### src/design/assert_macros.svh
// Assertion helpers for the design files; the top-level parser uses them.
`ifndef ASSERT_MACROS_SVH
`define ASSERT_MACROS_SVH

// Same-cycle implication, masked during reset.
`define ICP_ASSERT_NOW(label, ante, cons) \
  label: assert property (@(posedge clk) disable iff (rst) (ante) |-> (cons)) \
    else $error("icp check failed");

// Next-cycle implication, masked during reset.
`define ICP_ASSERT_NEXT(label, ante, cons) \
  label: assert property (@(posedge clk) disable iff (rst) (ante) |=> (cons)) \
    else $error("icp check failed");

`endif

### src/design/icp_pkg.sv
package icp_pkg;

  typedef enum logic [2:0] {
    PH_ADDR_LEAD  = 3'd0,
    PH_ADDR_BODY  = 3'd1,
    PH_ADDR_TRAIL = 3'd2,
    PH_PFX_LEAD   = 3'd3,
    PH_PFX_DIGITS = 3'd4,
    PH_PFX_TRAIL  = 3'd5
  } phase_t;

  localparam logic [7:0]  CH_NUL   = 8'h00;
  localparam logic [7:0]  CH_SPACE = 8'h20;
  localparam logic [7:0]  CH_DOT   = 8'h2e;
  localparam logic [7:0]  CH_SLASH = 8'h2f;
  localparam logic [7:0]  CH_ZERO  = 8'h30;
  localparam logic [7:0]  CH_NINE  = 8'h39;

  localparam logic [3:0]  LOCAL_NAME_LEN = 4'd9;
  localparam logic [31:0] LOCAL_ADDR     = (32'd127 << 24) | 32'h1;

  localparam logic [8:0]  OCT_MAX  = 9'd255;
  localparam logic [8:0]  OCT_SAT  = 9'd256;
  localparam logic [2:0]  SEP_SAT  = 3'd5;
  localparam logic [2:0]  SEP_FULL = 3'd4;
  localparam logic [5:0]  PFX_MAX  = 6'd32;
  localparam logic [5:0]  PFX_SAT  = 6'd33;
  localparam logic [31:0] ALL_ONES = 32'hffff_ffff;

  typedef struct packed {
    logic        valid_res;
    logic [31:0] address;
    logic [31:0] net_mask;
    logic [5:0]  prefix_len;
    logic        has_prefix;
  } res_t;

  // Characters of "localhost" by position.
  function automatic logic [7:0] local_char(input logic [3:0] pos);
    logic [7:0] c;
    case (pos)
      4'd0: c = 8'h6c;
      4'd1: c = 8'h6f;
      4'd2: c = 8'h63;
      4'd3: c = 8'h61;
      4'd4: c = 8'h6c;
      4'd5: c = 8'h68;
      4'd6: c = 8'h6f;
      4'd7: c = 8'h73;
      4'd8: c = 8'h74;
      default: c = CH_NUL;
    endcase
    return c;
  endfunction

endpackage

### src/design/icp_if.sv
interface icp_byte_if;
  logic       valid;
  logic       ready;
  logic [7:0] text_byte;

  modport source (output valid, output text_byte, input ready);
  modport sink   (input valid, input text_byte, output ready);
endinterface

interface icp_res_if;
  logic        valid;
  logic        ready;
  logic        valid_res;
  logic [31:0] address;
  logic [31:0] net_mask;
  logic [5:0]  prefix_len;
  logic        has_prefix;

  modport source (output valid, output valid_res, output address, output net_mask,
                  output prefix_len, output has_prefix, input ready);
  modport sink   (input valid, input valid_res, input address, input net_mask,
                  input prefix_len, input has_prefix, output ready);
endinterface

### src/design/ipv4_cidr_text_parser.sv
// A terminating zero byte passes through the input register, then the parse
// logic into the result register.
// Throughput: one byte per cycle; only a zero byte waits, and only while the
// result register still holds a result that has not been taken.
// Reset (rst, synchronous, active high) empties both registers and returns the
// parser to the start of a string.
`include "assert_macros.svh"

module ipv4_cidr_text_parser
  import icp_pkg::*;
(
  input  logic      clk,
  input  logic      rst,
  icp_byte_if.sink  text,
  icp_res_if.source result
);

  // Input register: one byte per item.
  logic       s1_valid;
  logic [7:0] s1_byte;

  // Advance control. Ordinary characters only update the parse state and
  // always move on; a zero byte also writes the result register, so it
  // waits until that register is free.
  logic s1_end;
  logic s1_go;
  logic out_free;
  res_t core_res;

  assign s1_end     = (s1_byte == CH_NUL);
  assign s1_go      = s1_valid && (!s1_end || out_free);
  assign text.ready = !s1_valid || s1_go;

  always_ff @(posedge clk) begin
    if (rst) begin
      s1_valid <= 1'b0;
    end else if (text.ready) begin
      s1_valid <= text.valid;
    end
  end

  always_ff @(posedge clk) begin
    if (text.ready && text.valid) begin
      s1_byte <= text.text_byte;
    end
  end

  // Parse state and result formation.
  icp_core u_core (
    .clk  (clk),
    .rst  (rst),
    .step (s1_go),
    .ch   (s1_byte),
    .res  (core_res)
  );

  // Result register toward the sink.
  icp_out_reg u_out (
    .clk    (clk),
    .rst    (rst),
    .load   (s1_go && s1_end),
    .res    (core_res),
    .free   (out_free),
    .result (result)
  );

  // A string end that moves on must show up as a result in the next cycle.
  `ICP_ASSERT_NEXT(a_end_gives_result, s1_go && s1_end, result.valid)
  // A rejected string carries all-zero fields.
  `ICP_ASSERT_NOW(a_invalid_zero, result.valid && !result.valid_res,
    result.address == 32'd0 && result.net_mask == 32'd0 &&
    result.prefix_len == 6'd0 && !result.has_prefix)
  // An accepted prefix never exceeds 32, and no slash means no mask.
  `ICP_ASSERT_NOW(a_prefix_range, result.valid && result.valid_res,
    result.prefix_len <= PFX_MAX && (result.has_prefix || result.net_mask == 32'd0))
  // The mask always matches the prefix length.
  `ICP_ASSERT_NOW(a_mask_len, result.valid && result.valid_res,
    result.net_mask == ~(ALL_ONES >> result.prefix_len))

endmodule

### src/design/icp_core.sv
module icp_core
  import icp_pkg::*;
(
  input  logic       clk,
  input  logic       rst,
  input  logic       step,
  input  logic [7:0] ch,
  output res_t       res
);

  phase_t      phase, phase_next;
  logic [8:0]  octet_acc, octet_acc_next;
  logic [2:0]  sep_count, sep_count_next;
  logic [31:0] addr_shift, addr_shift_next;
  logic [3:0]  name_pos, name_pos_next;
  logic        name_ok, name_ok_next;
  logic        addr_bad, addr_bad_next;
  logic [5:0]  prefix_acc, prefix_acc_next;
  logic        prefix_bad, prefix_bad_next;

  logic        is_space, is_dot, is_slash, is_digit;
  logic [3:0]  dval;
  logic [11:0] oct_prod;
  logic [8:0]  oct_new;
  logic [8:0]  pfx_prod;
  logic [5:0]  pfx_new;
  logic        name_hit;

  logic [2:0]  sep_e;
  logic        bad_e;
  logic [31:0] shift_e;
  logic        early, is_local;
  logic [2:0]  fin_sep;
  logic [31:0] fin_shift;
  logic        fin_bad;
  logic [8:0]  fin_oct;
  logic [5:0]  pfx_bits;
  res_t        raw;

  assign is_space = (ch == CH_SPACE);
  assign is_dot   = (ch == CH_DOT);
  assign is_slash = (ch == CH_SLASH);
  assign is_digit = (ch >= CH_ZERO) && (ch <= CH_NINE);
  assign dval     = 4'(ch - CH_ZERO);

  // decimal accumulate, saturating one past the legal maximum
  assign oct_prod = 12'(octet_acc) * 12'd10 + 12'(dval);
  assign oct_new  = (oct_prod > 12'(OCT_MAX)) ? OCT_SAT : oct_prod[8:0];
  assign pfx_prod = 9'(prefix_acc) * 9'd10 + 9'(dval);
  assign pfx_new  = (pfx_prod > 9'(PFX_MAX)) ? PFX_SAT : pfx_prod[5:0];

  assign name_hit = name_ok && (name_pos < LOCAL_NAME_LEN) && (ch == local_char(name_pos));

  // close the current octet
  assign sep_e   = (sep_count < SEP_SAT) ? sep_count + 3'd1 : sep_count;
  assign bad_e   = addr_bad || (sep_e > SEP_FULL) || (octet_acc > OCT_MAX);
  assign shift_e = {addr_shift[23:0], octet_acc[7:0]};

  // end of the address part
  assign early     = (phase == PH_ADDR_LEAD) || (phase == PH_ADDR_BODY);
  assign is_local  = name_ok && (name_pos == LOCAL_NAME_LEN);
  assign fin_sep   = early ? sep_e : sep_count;
  assign fin_oct   = early ? 9'd0 : octet_acc;
  assign fin_shift = is_local ? LOCAL_ADDR : (early ? shift_e : addr_shift);
  assign fin_bad   = is_local ? 1'b0 : ((early ? bad_e : addr_bad) || (fin_sep != SEP_FULL));

  always_comb begin
    phase_next      = phase;
    octet_acc_next  = octet_acc;
    sep_count_next  = sep_count;
    addr_shift_next = addr_shift;
    name_pos_next   = name_pos;
    name_ok_next    = name_ok;
    addr_bad_next   = addr_bad;
    prefix_acc_next = prefix_acc;
    prefix_bad_next = prefix_bad;
    if (step) begin
      if (ch == CH_NUL) begin
        phase_next      = PH_ADDR_LEAD;
        octet_acc_next  = '0;
        sep_count_next  = '0;
        addr_shift_next = '0;
        name_pos_next   = '0;
        name_ok_next    = 1'b1;
        addr_bad_next   = 1'b0;
        prefix_acc_next = '0;
        prefix_bad_next = 1'b0;
      end else begin
        case (phase)
          PH_ADDR_LEAD, PH_ADDR_BODY, PH_ADDR_TRAIL: begin
            if (is_slash) begin
              sep_count_next  = fin_sep;
              octet_acc_next  = fin_oct;
              addr_shift_next = fin_shift;
              addr_bad_next   = fin_bad;
              phase_next      = PH_PFX_LEAD;
            end else begin
              if (name_hit) begin
                name_pos_next = name_pos + 4'd1;
              end else begin
                name_ok_next = 1'b0;
              end
              if (phase == PH_ADDR_LEAD && is_space) begin
                phase_next = phase;
              end else if (phase == PH_ADDR_TRAIL) begin
                if (!is_space) begin
                  addr_bad_next = 1'b1;
                end
              end else begin
                phase_next = PH_ADDR_BODY;
                if (!addr_bad) begin
                  if (is_dot || is_space) begin
                    sep_count_next  = sep_e;
                    addr_bad_next   = bad_e;
                    addr_shift_next = shift_e;
                    octet_acc_next  = '0;
                    if (is_space) begin
                      phase_next = PH_ADDR_TRAIL;
                    end
                  end else if (is_digit) begin
                    octet_acc_next = oct_new;
                  end else begin
                    addr_bad_next = 1'b1;
                  end
                end
              end
            end
          end
          PH_PFX_LEAD: begin
            if (!prefix_bad && !is_space) begin
              phase_next = PH_PFX_DIGITS;
              if (is_digit) begin
                prefix_acc_next = pfx_new;
              end else begin
                prefix_bad_next = 1'b1;
              end
            end
          end
          PH_PFX_DIGITS: begin
            if (!prefix_bad) begin
              if (is_digit) begin
                prefix_acc_next = pfx_new;
              end else if (is_space) begin
                phase_next = PH_PFX_TRAIL;
              end else begin
                prefix_bad_next = 1'b1;
              end
            end
          end
          PH_PFX_TRAIL: begin
            if (!prefix_bad && !is_space) begin
              prefix_bad_next = 1'b1;
            end
          end
          default: begin
            phase_next = phase;
          end
        endcase
      end
    end
  end

  // result for a terminating byte, taken from the state before it
  assign pfx_bits = prefix_bad ? 6'd0 : prefix_acc;

  always_comb begin
    raw = '0;
    case (phase)
      PH_ADDR_LEAD, PH_ADDR_BODY, PH_ADDR_TRAIL: begin
        raw.valid_res = !fin_bad;
        raw.address   = fin_shift;
      end
      PH_PFX_LEAD, PH_PFX_DIGITS, PH_PFX_TRAIL: begin
        raw.valid_res  = !addr_bad && (pfx_bits <= PFX_MAX);
        raw.address    = addr_shift;
        raw.net_mask   = ~(ALL_ONES >> pfx_bits);
        raw.prefix_len = pfx_bits;
        raw.has_prefix = 1'b1;
      end
      default: begin
        raw.valid_res = 1'b0;
      end
    endcase
    res = raw.valid_res ? raw : '0;
  end

  always_ff @(posedge clk) begin
    if (rst) begin
      phase      <= PH_ADDR_LEAD;
      octet_acc  <= '0;
      sep_count  <= '0;
      addr_shift <= '0;
      name_pos   <= '0;
      name_ok    <= 1'b1;
      addr_bad   <= 1'b0;
      prefix_acc <= '0;
      prefix_bad <= 1'b0;
    end else begin
      phase      <= phase_next;
      octet_acc  <= octet_acc_next;
      sep_count  <= sep_count_next;
      addr_shift <= addr_shift_next;
      name_pos   <= name_pos_next;
      name_ok    <= name_ok_next;
      addr_bad   <= addr_bad_next;
      prefix_acc <= prefix_acc_next;
      prefix_bad <= prefix_bad_next;
    end
  end

endmodule

### src/design/icp_out_reg.sv
module icp_out_reg
  import icp_pkg::*;
(
  input  logic      clk,
  input  logic      rst,
  input  logic      load,
  input  res_t      res,
  output logic      free,
  icp_res_if.source result
);

  logic valid;
  res_t data;

  assign free = !valid || result.ready;

  always_ff @(posedge clk) begin
    if (rst) begin
      valid <= 1'b0;
    end else if (free) begin
      valid <= load;
    end
  end

  always_ff @(posedge clk) begin
    if (free && load) begin
      data <= res;
    end
  end

  assign result.valid      = valid;
  assign result.valid_res  = data.valid_res;
  assign result.address    = data.address;
  assign result.net_mask   = data.net_mask;
  assign result.prefix_len = data.prefix_len;
  assign result.has_prefix = data.has_prefix;

endmodule

### src/flat_wrapper.sv
// flat-port wrapper written by rule: the top's interface ports become plain ports
module ipv4_cidr_text_parser_flat import icp_pkg::*;
  (clk, rst, text_valid, text_text_byte, text_ready, result_valid, result_valid_res, result_address, result_net_mask, result_prefix_len, result_has_prefix, result_ready);
  icp_byte_if text_i ();
  icp_res_if result_i ();
  input  logic clk;
  input  logic rst;
  input wire logic [$bits(text_i.valid)-1:0] text_valid;
  input wire logic [$bits(text_i.text_byte)-1:0] text_text_byte;
  output wire logic [$bits(text_i.ready)-1:0] text_ready;
  output wire logic [$bits(result_i.valid)-1:0] result_valid;
  output wire logic [$bits(result_i.valid_res)-1:0] result_valid_res;
  output wire logic [$bits(result_i.address)-1:0] result_address;
  output wire logic [$bits(result_i.net_mask)-1:0] result_net_mask;
  output wire logic [$bits(result_i.prefix_len)-1:0] result_prefix_len;
  output wire logic [$bits(result_i.has_prefix)-1:0] result_has_prefix;
  input wire logic [$bits(result_i.ready)-1:0] result_ready;
  assign text_i.valid = text_valid;
  assign text_i.text_byte = text_text_byte;
  assign text_ready = text_i.ready;
  assign result_valid = result_i.valid;
  assign result_valid_res = result_i.valid_res;
  assign result_address = result_i.address;
  assign result_net_mask = result_i.net_mask;
  assign result_prefix_len = result_i.prefix_len;
  assign result_has_prefix = result_i.has_prefix;
  assign result_i.ready = result_ready;
  ipv4_cidr_text_parser u_core (.clk(clk), .rst(rst), .text(text_i), .result(result_i));
endmodule
### config.mk
export PLATFORM = sky130hd
export DESIGN_NAME = ipv4_cidr_text_parser_flat
export DESIGN_NICKNAME = d
export VERILOG_FILES = /design/src/design/icp_pkg.sv /design/src/design/icp_if.sv /design/src/design/ipv4_cidr_text_parser.sv /design/src/design/icp_core.sv /design/src/design/icp_out_reg.sv /design/src/flat_wrapper.sv
export VERILOG_INCLUDE_DIRS = /design/src /design/src/design
export SDC_FILE = /design/constraint.sdc
export NUM_CORES = 1
export LEC_CHECK = 0
export ABC_AREA = 1
export BUFFER_PORTS_ARGS = -buffer_cell sky130_fd_sc_hd__buf_2
export CORE_MARGIN = 10
export CORE_UTILIZATION = 54
export DETAILED_ROUTE_END_ITERATION = 10
export PLACE_DENSITY = 0.77
export SYNTH_ARGS = -nofsm -noshare
export SYNTH_HDL_FRONTEND = slang
export SYNTH_SLANG_ARGS = --single-unit
export TNS_END_PERCENT = 5
### constraint.sdc
create_clock -name clk -period 2.7 [get_ports clk]
set_input_delay 0.27 -clock clk [delete_from_list [all_inputs] [get_ports clk]]
set_output_delay 0.27 -clock clk [all_outputs]
set_load 0.01 [all_outputs]
# Yosys cells after proc, flatten, opt, wreduce, memory -nomap -nowiden
# Memory sizes are Yosys's and may differ from the RTL's. A register that Yosys moved wholly into a read port is not among the register bits.
# Index checks and enable logic that the tools add are counted.
[totals]
ff_bits = 142
romBits = 112
wordCells = 188
n_memories = 1
[classes]
add_sub_neg = 5
n_mul = 2
n_lt_le_gt_ge = 9
eq_ne = 26
shifts = 1
mux = 80
n_bitwise = 1
n_reduce_logical = 46
[memory_table]
columns = ["name", "depth", "word_bits", "read_ports", "rd_ports_with_merged_regs", "wr", "line_no", "source"]
rows = [
  ["(name not given)", 16, 7, 1, 1, 0, "icp_pkg.sv:41", "case (pos)"],
]
[ops]
columns = ["op", "count"]
rows = [
  ["2-to-1 mux 32 bit", 9],
  ["2-to-1 mux 9 bit", 10],
  ["2-to-1 mux 72 bit", 1],
  ["one-hot mux 32 bit (2 select lines)", 1],
  ["2-to-1 mux 3 bit", 17],
  ["2-to-1 mux 39 bit", 1],
  ["2-to-1 mux 6 bit", 6],
  ["NOT 32 bit", 1],
  ["right shift 32 x 6 -> 32 bit (first input constant)", 1],
  ["== test 8 x 6 -> 1 bit (second input constant)", 3],
  ["2-to-1 mux 4 bit", 6],
  ["inequality test 3 x 2 -> 1 bit (second input constant)", 8],
  ["2-to-1 mux 1 bit", 22],
  ["AND reduction 4 bit", 4],
  ["adder 12 x 4 -> 12 bit", 1],
  ["> comparator 12 x 8 -> 1 bit (second input constant)", 1],
  ["inequality test 4 x 3 -> 1 bit (second input constant)", 3],
  ["one-hot mux 6 bit (2 select lines)", 1],
  ["nonzero test 4 bit", 3],
  ["logical AND 1 bit", 11],
  ["multiplier 9 x 3 -> 11 bit (second input constant)", 1],
  ["adder 9 x 4 -> 9 bit", 1],
  ["> comparator 9 x 6 -> 1 bit (second input constant)", 1],
  ["> comparator 9 x 8 -> 1 bit (second input constant)", 1],
  ["other kinds (34)", 56],
]

# Depth between registers and ports, before layout
# Gate-level depths: netlist of run 1.
[depth]
ltp_word = 12
mapped_depth = 18
mapped_depth_nobuf = 18

# Cells and area by module
# From an unflattened synthesis of run 1, not the netlist that was laid out.
[unflattened]
hier_cells = 1085
area_unflattened_um2 = 8548.2
[by_module_without_submodules]
columns = ["module", "n_inst", "cells_per_inst", "area_per_inst_um2"]
rows = [
  ["icp_core", 1, 982, 5999.5],
  ["icp_out_reg", 1, 78, 2209.6],
  ["ipv4_cidr_text_parser", 1, 25, 339.1],
]

# Worst setup path after synthesis of run 1
# No wires, ideal clock.
[synth_path]
path_kind = "reg-to-reg"
start = "register u_core.s1_byte[2]"
end = "register u_core.u_out.data, in the netlist u_core.u_out.result.address[0], enable pin"
setup_time_ns = 0.425
arrival_time_ns = 2.530
setup_slack_ns = -0.255
stages_incl_launch_ff = 7
path_buffers = 1
cell_sequence = "edfxtp_1 inv_2 nand3_2 nor2_4 buf_6 nand2_1 inv_1"
[synth_via]
elab_chain_len = 6
[synth_rtl]
columns = ["item", "line_no", "source"]
rows = [
  ["from (decl)", "ipv4_cidr_text_parser.sv:20", "logic [7:0] s1_byte;"],
  ["from (signal assigned)", "ipv4_cidr_text_parser.sv:44", "s1_byte <= text.text_byte;"],
  ["zero test 8 bit *", "ipv4_cidr_text_parser.sv:30", "assign s1_end = (s1_byte == CH_NUL);"],
  ["zero test 1 bit", "ipv4_cidr_text_parser.sv:31", "assign s1_go = s1_valid && (!s1_end || out_free);"],
  ["logical OR 1 bit", "ipv4_cidr_text_parser.sv:31", ""],
  ["logical AND 1 bit", "ipv4_cidr_text_parser.sv:31", ""],
  ["logical AND 1 bit *", "ipv4_cidr_text_parser.sv:61", ".load (s1_go && s1_end),"],
  ["logical AND 1 bit *", "icp_out_reg.sv:26", "if (free && load) begin"],
  ["to (signal assigned)", "icp_out_reg.sv:27", "data <= res;"],
  ["to (decl)", "icp_out_reg.sv:13", "res_t data;"],
]
# Every way passes the cells marked *; elsewhere a longest branch is shown, timed or not.
# A chain may end at the register's enable or synchronous reset.

# Worst setup path after layout of run 1
[layout_path]
start = "register u_core.u_core.octet_acc[3]"
end = "register u_core.u_core.octet_acc[8]"
[layout_via]
elab_chain_len = 12
[layout_rtl]
columns = ["item", "line_no", "source"]
rows = [
  ["from (decl)", "icp_core.sv:12", "logic [8:0] octet_acc, octet_acc_next;"],
  ["from (signal assigned)", "icp_core.sv:200", "octet_acc <= octet_acc_next;"],
  ["multiplier 9 x 3 -> 11 bit *", "icp_core.sv:47", "assign oct_prod = 12'(octet_acc) * 12'd10 + 12'(dval);"],
  ["adder 12 x 4 -> 12 bit *", "icp_core.sv:47", ""],
  ["> comparator 12 x 8 -> 1 bit", "icp_core.sv:48", "assign oct_new = (oct_prod > 12'(OCT_MAX)) ? OCT_SAT : oct_prod[8:0];"],
  ["2-to-1 mux 9 bit *", "icp_core.sv:48", ""],
  ["2-to-1 mux 9 bit *", "icp_core.sv:120", "end else if (is_digit) begin"],
  ["2-to-1 mux 9 bit *", "icp_core.sv:112", "if (is_dot || is_space) begin"],
  ["2-to-1 mux 9 bit *", "icp_core.sv:111", "if (!addr_bad) begin"],
  ["2-to-1 mux 9 bit *", "icp_core.sv:105", "end else if (phase == PH_ADDR_TRAIL) begin"],
  ["2-to-1 mux 9 bit *", "icp_core.sv:103", "if (phase == PH_ADDR_LEAD && is_space) begin"],
  ["2-to-1 mux 9 bit *", "icp_core.sv:91", "if (is_slash) begin"],
  ["2-to-1 mux 9 bit *", "icp_core.sv:89", "case (phase)"],
  ["2-to-1 mux 9 bit *", "icp_core.sv:78", "if (ch == CH_NUL) begin"],
]
# Every way passes the cells marked *; elsewhere a longest branch is shown, timed or not. The select of a mux whose other input is x is not followed.

==> flow_metrics.tcl, run 1 <==
set metrics [dict create \
    status "finished, violations left" \
    violations "setup timing" \
    ys_types 40 \
    io_buffers 85 \
    tightest_slew_ps 692 \
    netlist_area_mm2 0.00849 \
    gp_congestion 0.875 \
    grt_start_max_net_pins 46 \
    cp_cell_sequence "ha_4 > ha_4 > inv_2 > fa_2 > nor2_4 > nand3_2 > a21oi_2 > nand2_1 > nor2_2 > nand2_1 > nand2_1 > nand2_1 > nor2_2 > buf_6 > nand2_2 > nand2_2 > a21oi_2" \
    finalInstanceArea_mm2 0.00996 \
    cts_buffer_depth 2 \
    ios 86 \
    coreArea_mm2 0.0153 \
    end_kind "flip-flop" \
    crit_buf_inv 2 \
    critPathLaunchType "flip-flop" \
    fin_nets 1263 \
    root_buffer "clkbuf_16" \
    cts_tree "built" \
    fmax_mhz 370 \
    syn_area_per_cell_um2 7.58 \
    syn_to_final_growth_pct 17.3 \
    worst_ir_drop_vdd_mv 0.449 \
    vias 7642 \
    crit_fanout 4 \
    crit_slowest_cell "fa_2" \
    num_rows 45 \
    rr_worst_depth 17 \
    diodes 0 \
    final_core_util 0.650 \
    dr.pass1.iters 6 \
    ys.flop_type "edfxtp_1" \
    initial_utilization 0.555 \
    h-tree-depth 4 \
    syn_inst 1120 \
    via_per_inst 5.32 \
    drt_wl_total_um 20400 \
    critPathMaxStageDelay_ps 470 \
    r2r-start "u_core.u_core.octet_acc[3]" \
    slew_headroom 0.537 \
    crit_family "simple AND/OR/NAND/NOR gates" \
    grt_use_total 0.188 \
    worstHoldPathCells 1 \
    worst_slack_ps -0.335 \
    wl_per_cell_um 14.2 \
    path_depth 17 \
    min_period_ps 2700 \
    holdPathEnd "u_core.s1_byte[2]" \
    clk_pin_slew_ps 60 \
    reg2reg_to "u_core.u_core.octet_acc[8]" \
    period_share 1.00 \
    grt_pass1_vias 7021 \
    crit_type "flip-flop to flip-flop" \
    place_hpwl_um 14100 \
    synth-async-reset-ratio 0 \
    die_w_um 145 \
    stdcell_count 1436 \
    setup_tns_ps -0.335 \
    die_area_mm2 0.0211 \
    cts_buffers 17 \
    cap_violations 0 \
    min_path_type "input port to flip-flop" \
    grt_overflow 0 \
    cp_common_cell "nand2_1" \
    finalSetupViolations 1 \
    ys_ff_latch 147 \
    ys.warnings.count 0 \
    cp.arrival_ps 2980 \
    grt_pass1_wl_um 34100 \
    min-delay-start "text_text_byte[2]" \
    drtAntennaViolNets 0 \
    finClkSkew_ps 6.60 \
    placed_cells 1401 \
    antenna_found_initial 0 \
    dp_slack_ps -12.3 \
    p_leak_nw 4.12 \
    rsz0062_at_grt "yes" \
    seq_area_frac_synth 0.440 \
    startpoint "u_core.u_core.octet_acc[3]" \
    drtIter0Drc 701 \
    worstPathRequired_ps 2980 \
    hold_viol 0 \
    cellPowerDensity_mw_per_mm2 518 \
    die_h_um 145 \
    cts_sinks 147 \
    drive_gt1_frac 0.173 \
    finalMaxSlewViolations 0 \
    reg2reg_slack_ps -0.3 \
    syn_nets 1171 \
    worstSkewPairLatency_ps 420 \
    synth-edff-count 79 \
    holdBufCountCts 0 \
    placed_cell_area_mm2 0.00924 \
    drc 0 \
]
-- sequential cells by signal, indices dropped and copies added, names as in the netlist, named ones only --
register	flops
u_core.u_out.result.valid_res	1
u_core.s1_byte	8
u_core.u_core.octet_acc	9
u_core.u_core.name_ok	1
u_core.u_out.result.has_prefix	1
u_core.u_core.sep_count	3
u_core.u_out.result.valid	1
u_core.u_core.prefix_acc	6
u_core.u_out.result.address	32
u_core.u_core.addr_shift	32
u_core.u_out.result.prefix_len	5
u_core.u_out.result.net_mask	32
u_core.s1_valid	1
u_core.u_core.phase	3
u_core.u_core.addr_bad	1
u_core.u_core.name_pos	4
u_core.u_core.prefix_bad	1
-- per-layer routing --
metal  vias to the layer above  global-route usage  wire [um]
li1                       3906                   -          -
met1                      3451               0.248       9000
met2                       257               0.305       9770
met3                        28              0.0394       1260
met4                         0              0.0536        322
met5                         -                   0          0
-- stage by stage --
stage                     hold slack [ps]  total power [mW]
final                                21.1              5.15
after global routing                 8.51              5.34
after CTS                            3.27              5.17
after detailed placement              449              2.88
after global placement                447              2.87
after floorplan                       369              2.76
-- cell usage in the layout, fill, tap and decap left out, types with 2 or more instances in the layout --
master     count
fa_1           2
nand2_2        8
xnor2_1        4
nand2_1      258
inv_2         11
nor2_4         5
clkbuf_16     17
clkinv_1       2
o22ai_1       20
xor2_1         8
nand4_1       15
nand3b_1       2
nand3_2        6
o211ai_1       4
a21oi_1      131
nand3_1       45
a31oi_1        4
nor3_1         6
buf_6          2
edfxtp_1      79
o21ai_0       84
nor2_2         9
dfxtp_2        4
fa_2           2
ha_1          31
ha_2           2
clkinv_4       4
buf_2         85
nor2_1       130
a211oi_1       2
a21oi_2        6
clkinv_2       4
buf_12         3
buf_4         26
nor3_2         2
inv_6          4
ha_4           2
dfxtp_1       63
bufinv_16      2
inv_1        118
-- logic make-up (layout without fill, tap and decap cells) --
group / count (synthesis) / in the layout / synth area share
buf+inv: 174 / 279 / 0.0813
simple gates: 491 / 491 / 0.246
flops: 147 / 147 / 0.440
compound gates: 256 / 256 / 0.159
fa+ha+maj: 39 / 39 / 0.0610
xor+xnor: 13 / 13 / 0.0134
-- Yosys cell counts (3+ instances only) --
cell | instances | area, um2
o21ai_0 | 85 | 425
nand3_1 | 48 | 240
edfxtp_1 | 79 | 2370
fa_1 | 4 | 80.1
buf_6 | 3 | 33.8
nor2_4 | 4 | 45.0
nand2_2 | 4 | 25.0
inv_1 | 121 | 454
buf_2 | 9 | 45.0
a31oi_1 | 4 | 25.0
ha_1 | 35 | 438
nor2_2 | 6 | 37.5
nand4_1 | 15 | 93.8
dfxtp_1 | 68 | 1360
o211ai_1 | 4 | 30.0
o22ai_1 | 20 | 125
nand3_2 | 3 | 30.0
a21oi_1 | 135 | 676
clkbuf_1 | 28 | 105
xor2_1 | 9 | 78.8
nor3_1 | 6 | 30.0
nand2_1 | 263 | 987
xnor2_1 | 4 | 35.0
inv_2 | 9 | 33.8
nor2_1 | 134 | 503
-- how the worst max path moves through the flow --
| stage | slack (ps) | endpoint |
|---|---|---|
| finish | -0.3 | u_core.u_core.octet_acc[8] |
| CTS | 3 | u_core.u_core.octet_acc[2] |
| floorplan | 80 | u_core.u_core.octet_acc[8] |
| detailed placement | -10 | u_core.u_core.octet_acc[8] |
| global placement | 70 | u_core.u_core.octet_acc[8] |
| global route | -100 | u_core.u_core.octet_acc[8] |
-- final cells by class --
class / count / area [um2]
Clock buffer: 17 / 425
Sequential cell: 147 / 3740
Timing Repair Buffer: 116 / 703
Tap cell: 211 / 264
Clock inverter: 15 / 154
Fill cell: 1369 / 5360
Inverter: 131 / 495
Multi-Input combinational cell: 799 / 4170
-- timing repair --
item / 4_1_cts / 5_1_grt
gates resized for setup: 1 / 36
setup buffers: 0 / 3
endpoints found under the setup margin: 6 / 14
pin swaps: 1 / 14
hold endpoints to repair: 0 / 0
cloned: 0 / 0
-- power breakdown --
part / leakage [nW] / switching, mW / internal, mW / total [mW]
sequential: 1.29 / 0.0269 / 2.36 / 2.39
clock: 0.290 / 0.947 / 1.37 / 2.31
combinational: 2.54 / 0.312 / 0.140 / 0.452
Note: power is estimated with default switching activity, not from simulation.
==> run 2: changes to the inputs <==
--- a/config.mk
+++ b/config.mk
@@ -9,9 +9,10 @@
 export ABC_AREA = 1
 export BUFFER_PORTS_ARGS = -buffer_cell sky130_fd_sc_hd__buf_2
 export CORE_MARGIN = 10
-export CORE_UTILIZATION = 54
+export CORE_UTILIZATION = 60
 export DETAILED_ROUTE_END_ITERATION = 10
-export PLACE_DENSITY = 0.77
+export MAX_ROUTING_LAYER = met4
+export PLACE_DENSITY = 0.8
 export SYNTH_ARGS = -nofsm -noshare
 export SYNTH_HDL_FRONTEND = slang
 export SYNTH_SLANG_ARGS = --single-unit
==> constraint.sdc (replaced) <==
create_clock -name clk -period 2.75 [get_ports clk]
set_input_delay 0.275 -clock clk [delete_from_list [all_inputs] [get_ports clk]]
set_output_delay 0.275 -clock clk [all_outputs]
set_load 0.01 [all_outputs]
==> run 2 against run 1 <==
Effect of this change: the run now ends clean; combinational power grew 2%; count of clock-buffer cells in the layout grew 5; maximum frequency grew 4.0%; final cell count shrank 1.7%; via count grew 3.7%; worst hold slack lost 3.0 ps; first-iteration DRC count shrank 9.0%.
==> flow_metrics.tcl, run 2 (synthesized netlist as in run 1, its figures left out) <==
set metrics [dict create \
    placed_cells 1373 \
    crit_fanout 5 \
    cts_buffers 17 \
    end_kind "flip-flop" \
    cp_cell_sequence "ha_4 > ha_4 > inv_2 > fa_2 > nor2_4 > nand3_2 > a21oi_2 > nand2_2 > nor2_4 > nand2_1 > nand2_1 > nand2_2 > nor2_4 > buf_6 > nand3_1 > a21oi_1" \
    rr_worst_depth 16 \
    status "finished clean" \
    worstSkewPairLatency_ps 430 \
    fin_nets 1270 \
    holdBufCountCts 0 \
    critPathLaunchType "flip-flop" \
    num_rows 43 \
    diodes 0 \
    worst_slack_ps 155 \
    crit_slowest_cell "fa_2" \
    clk_pin_slew_ps 60 \
    worstPathRequired_ps 3100 \
    dr.pass1.iters 6 \
    tightest_slew_ps 665 \
    place_hpwl_um 14300 \
    holdWs_ps 18.1 \
    drtAntennaViolNets 0 \
    ios 86 \
    die_w_um 139 \
    setup_tns_ps 0 \
    drtIter0Drc 638 \
    cts_buffer_depth 2 \
    finalSetupViolations 0 \
    vias 7921 \
    h-tree-depth 4 \
    initial_utilization 0.612 \
    crit_type "flip-flop to flip-flop" \
    via_per_inst 5.61 \
    min_period_ps 2600 \
    finClkSkew_ps 7.33 \
    drc 0 \
    worstHoldPathCells 1 \
    slew_headroom 0.555 \
    stdcell_count 1412 \
    cap_violations 0 \
    grt_pass1_wl_um 34800 \
    p_leak_nw 4.13 \
    wl_per_cell_um 15.3 \
    gp_congestion 0.889 \
    worst_ir_drop_vdd_mv 0.407 \
    die_area_mm2 0.0193 \
    drt_wl_total_um 21600 \
    cp.arrival_ps 2940 \
    syn_to_final_growth_pct 17.5 \
    antenna_found_initial 0 \
    crit_buf_inv 2 \
    grt_overflow 0 \
    hold_viol 0 \
    drive_gt1_frac 0.172 \
    io_buffers 85 \
    dp_slack_ps 62.9 \
    crit_family "adder cells" \
    period_share 0.944 \
    path_depth 16 \
    final_core_util 0.719 \
    cts_tree "built" \
    grt_start_max_net_pins 46 \
    cellPowerDensity_mw_per_mm2 521 \
    coreArea_mm2 0.0139 \
    layout_common_cells "nand2_1, a21oi_1, nor2_1, inv_1, buf_2" \
    min_path_type "input port to flip-flop" \
    die_h_um 139 \
    cp_common_cell "nor2_4" \
    critPathMaxStageDelay_ps 470 \
    fmax_mhz 385 \
    grt_use_total 0.218 \
    final_common_cell "nand2_1" \
    cts_sinks 147 \
    root_buffer "clkbuf_16" \
    finalMaxSlewViolations 0 \
    grt_pass1_vias 7307 \
]
[run 2: changes by cell type in the layout (fill, tap and decap cells not counted), moves of 3 or more]
cell	delta
buf_4	+6
clkbuf_1	+5
inv_6	-4
nand2_2	+3
nor2_4	+3
[run 2: cell type report]
| class | instances | area [um2] |
|---|---|---|
| Sequential cell | 147 | 3740 |
| Fill cell | 1096 | 3900 |
| Inverter | 131 | 495 |
| Clock buffer | 22 | 444 |
| Timing Repair Buffer | 121 | 728 |
| Tap cell | 180 | 225 |
| Clock inverter | 10 | 159 |
| Multi-Input combinational cell | 801 | 4190 |
[run 2: through the flow]
stage / power (mW) / instance area [um2]
after floorplan: 2.71 / 8500
after global placement: 2.83 / 9210
after detailed placement: 2.83 / 9210
after CTS: 5.20 / 9810
after global routing: 5.35 / 9980
final: 5.20 / 9980
[run 2: repair_timing]
action,CTS,global route
endpoints found under the hold margin,0,0
gates resized for setup,0,37
buffers inserted,0,4
setup endpoints to repair,0,52
[run 2: path summary, 6_finish.rpt]
check	end	slack (ps)	start
setup / recovery	u_core.u_core.octet_acc[1]	150	u_core.u_core.octet_acc[3]
setup reg to reg	u_core.u_core.octet_acc[1]	150	u_core.u_core.octet_acc[3]
hold reg to reg	u_core.u_core.addr_shift[29]	470	u_core.u_core.addr_shift[29]
hold / removal	u_core.s1_byte[7]	20	text_text_byte[7]
[run 2: layer usage]
metal / wire [um] / vias up / share of wire / track usage
li1: - / 3928 / - / -
met1: 8810 / 3567 / 0.41 / 0.266
met2: 10400 / 373 / 0.48 / 0.349
met3: 1830 / 53 / 0.085 / 0.0404
met4: 558 / 0 / 0.026 / 0.0879
met5: 0 / - / 0 / -
[run 2: power by group]
| part | internal (mW) | switching (mW) | leakage (nW) |
|---|---|---|---|
| Clock | 1.51 | 0.884 | 0.290 |
| Sequential | 2.32 | 0.0219 | 1.29 |
| Combinational | 0.142 | 0.320 | 2.55 |
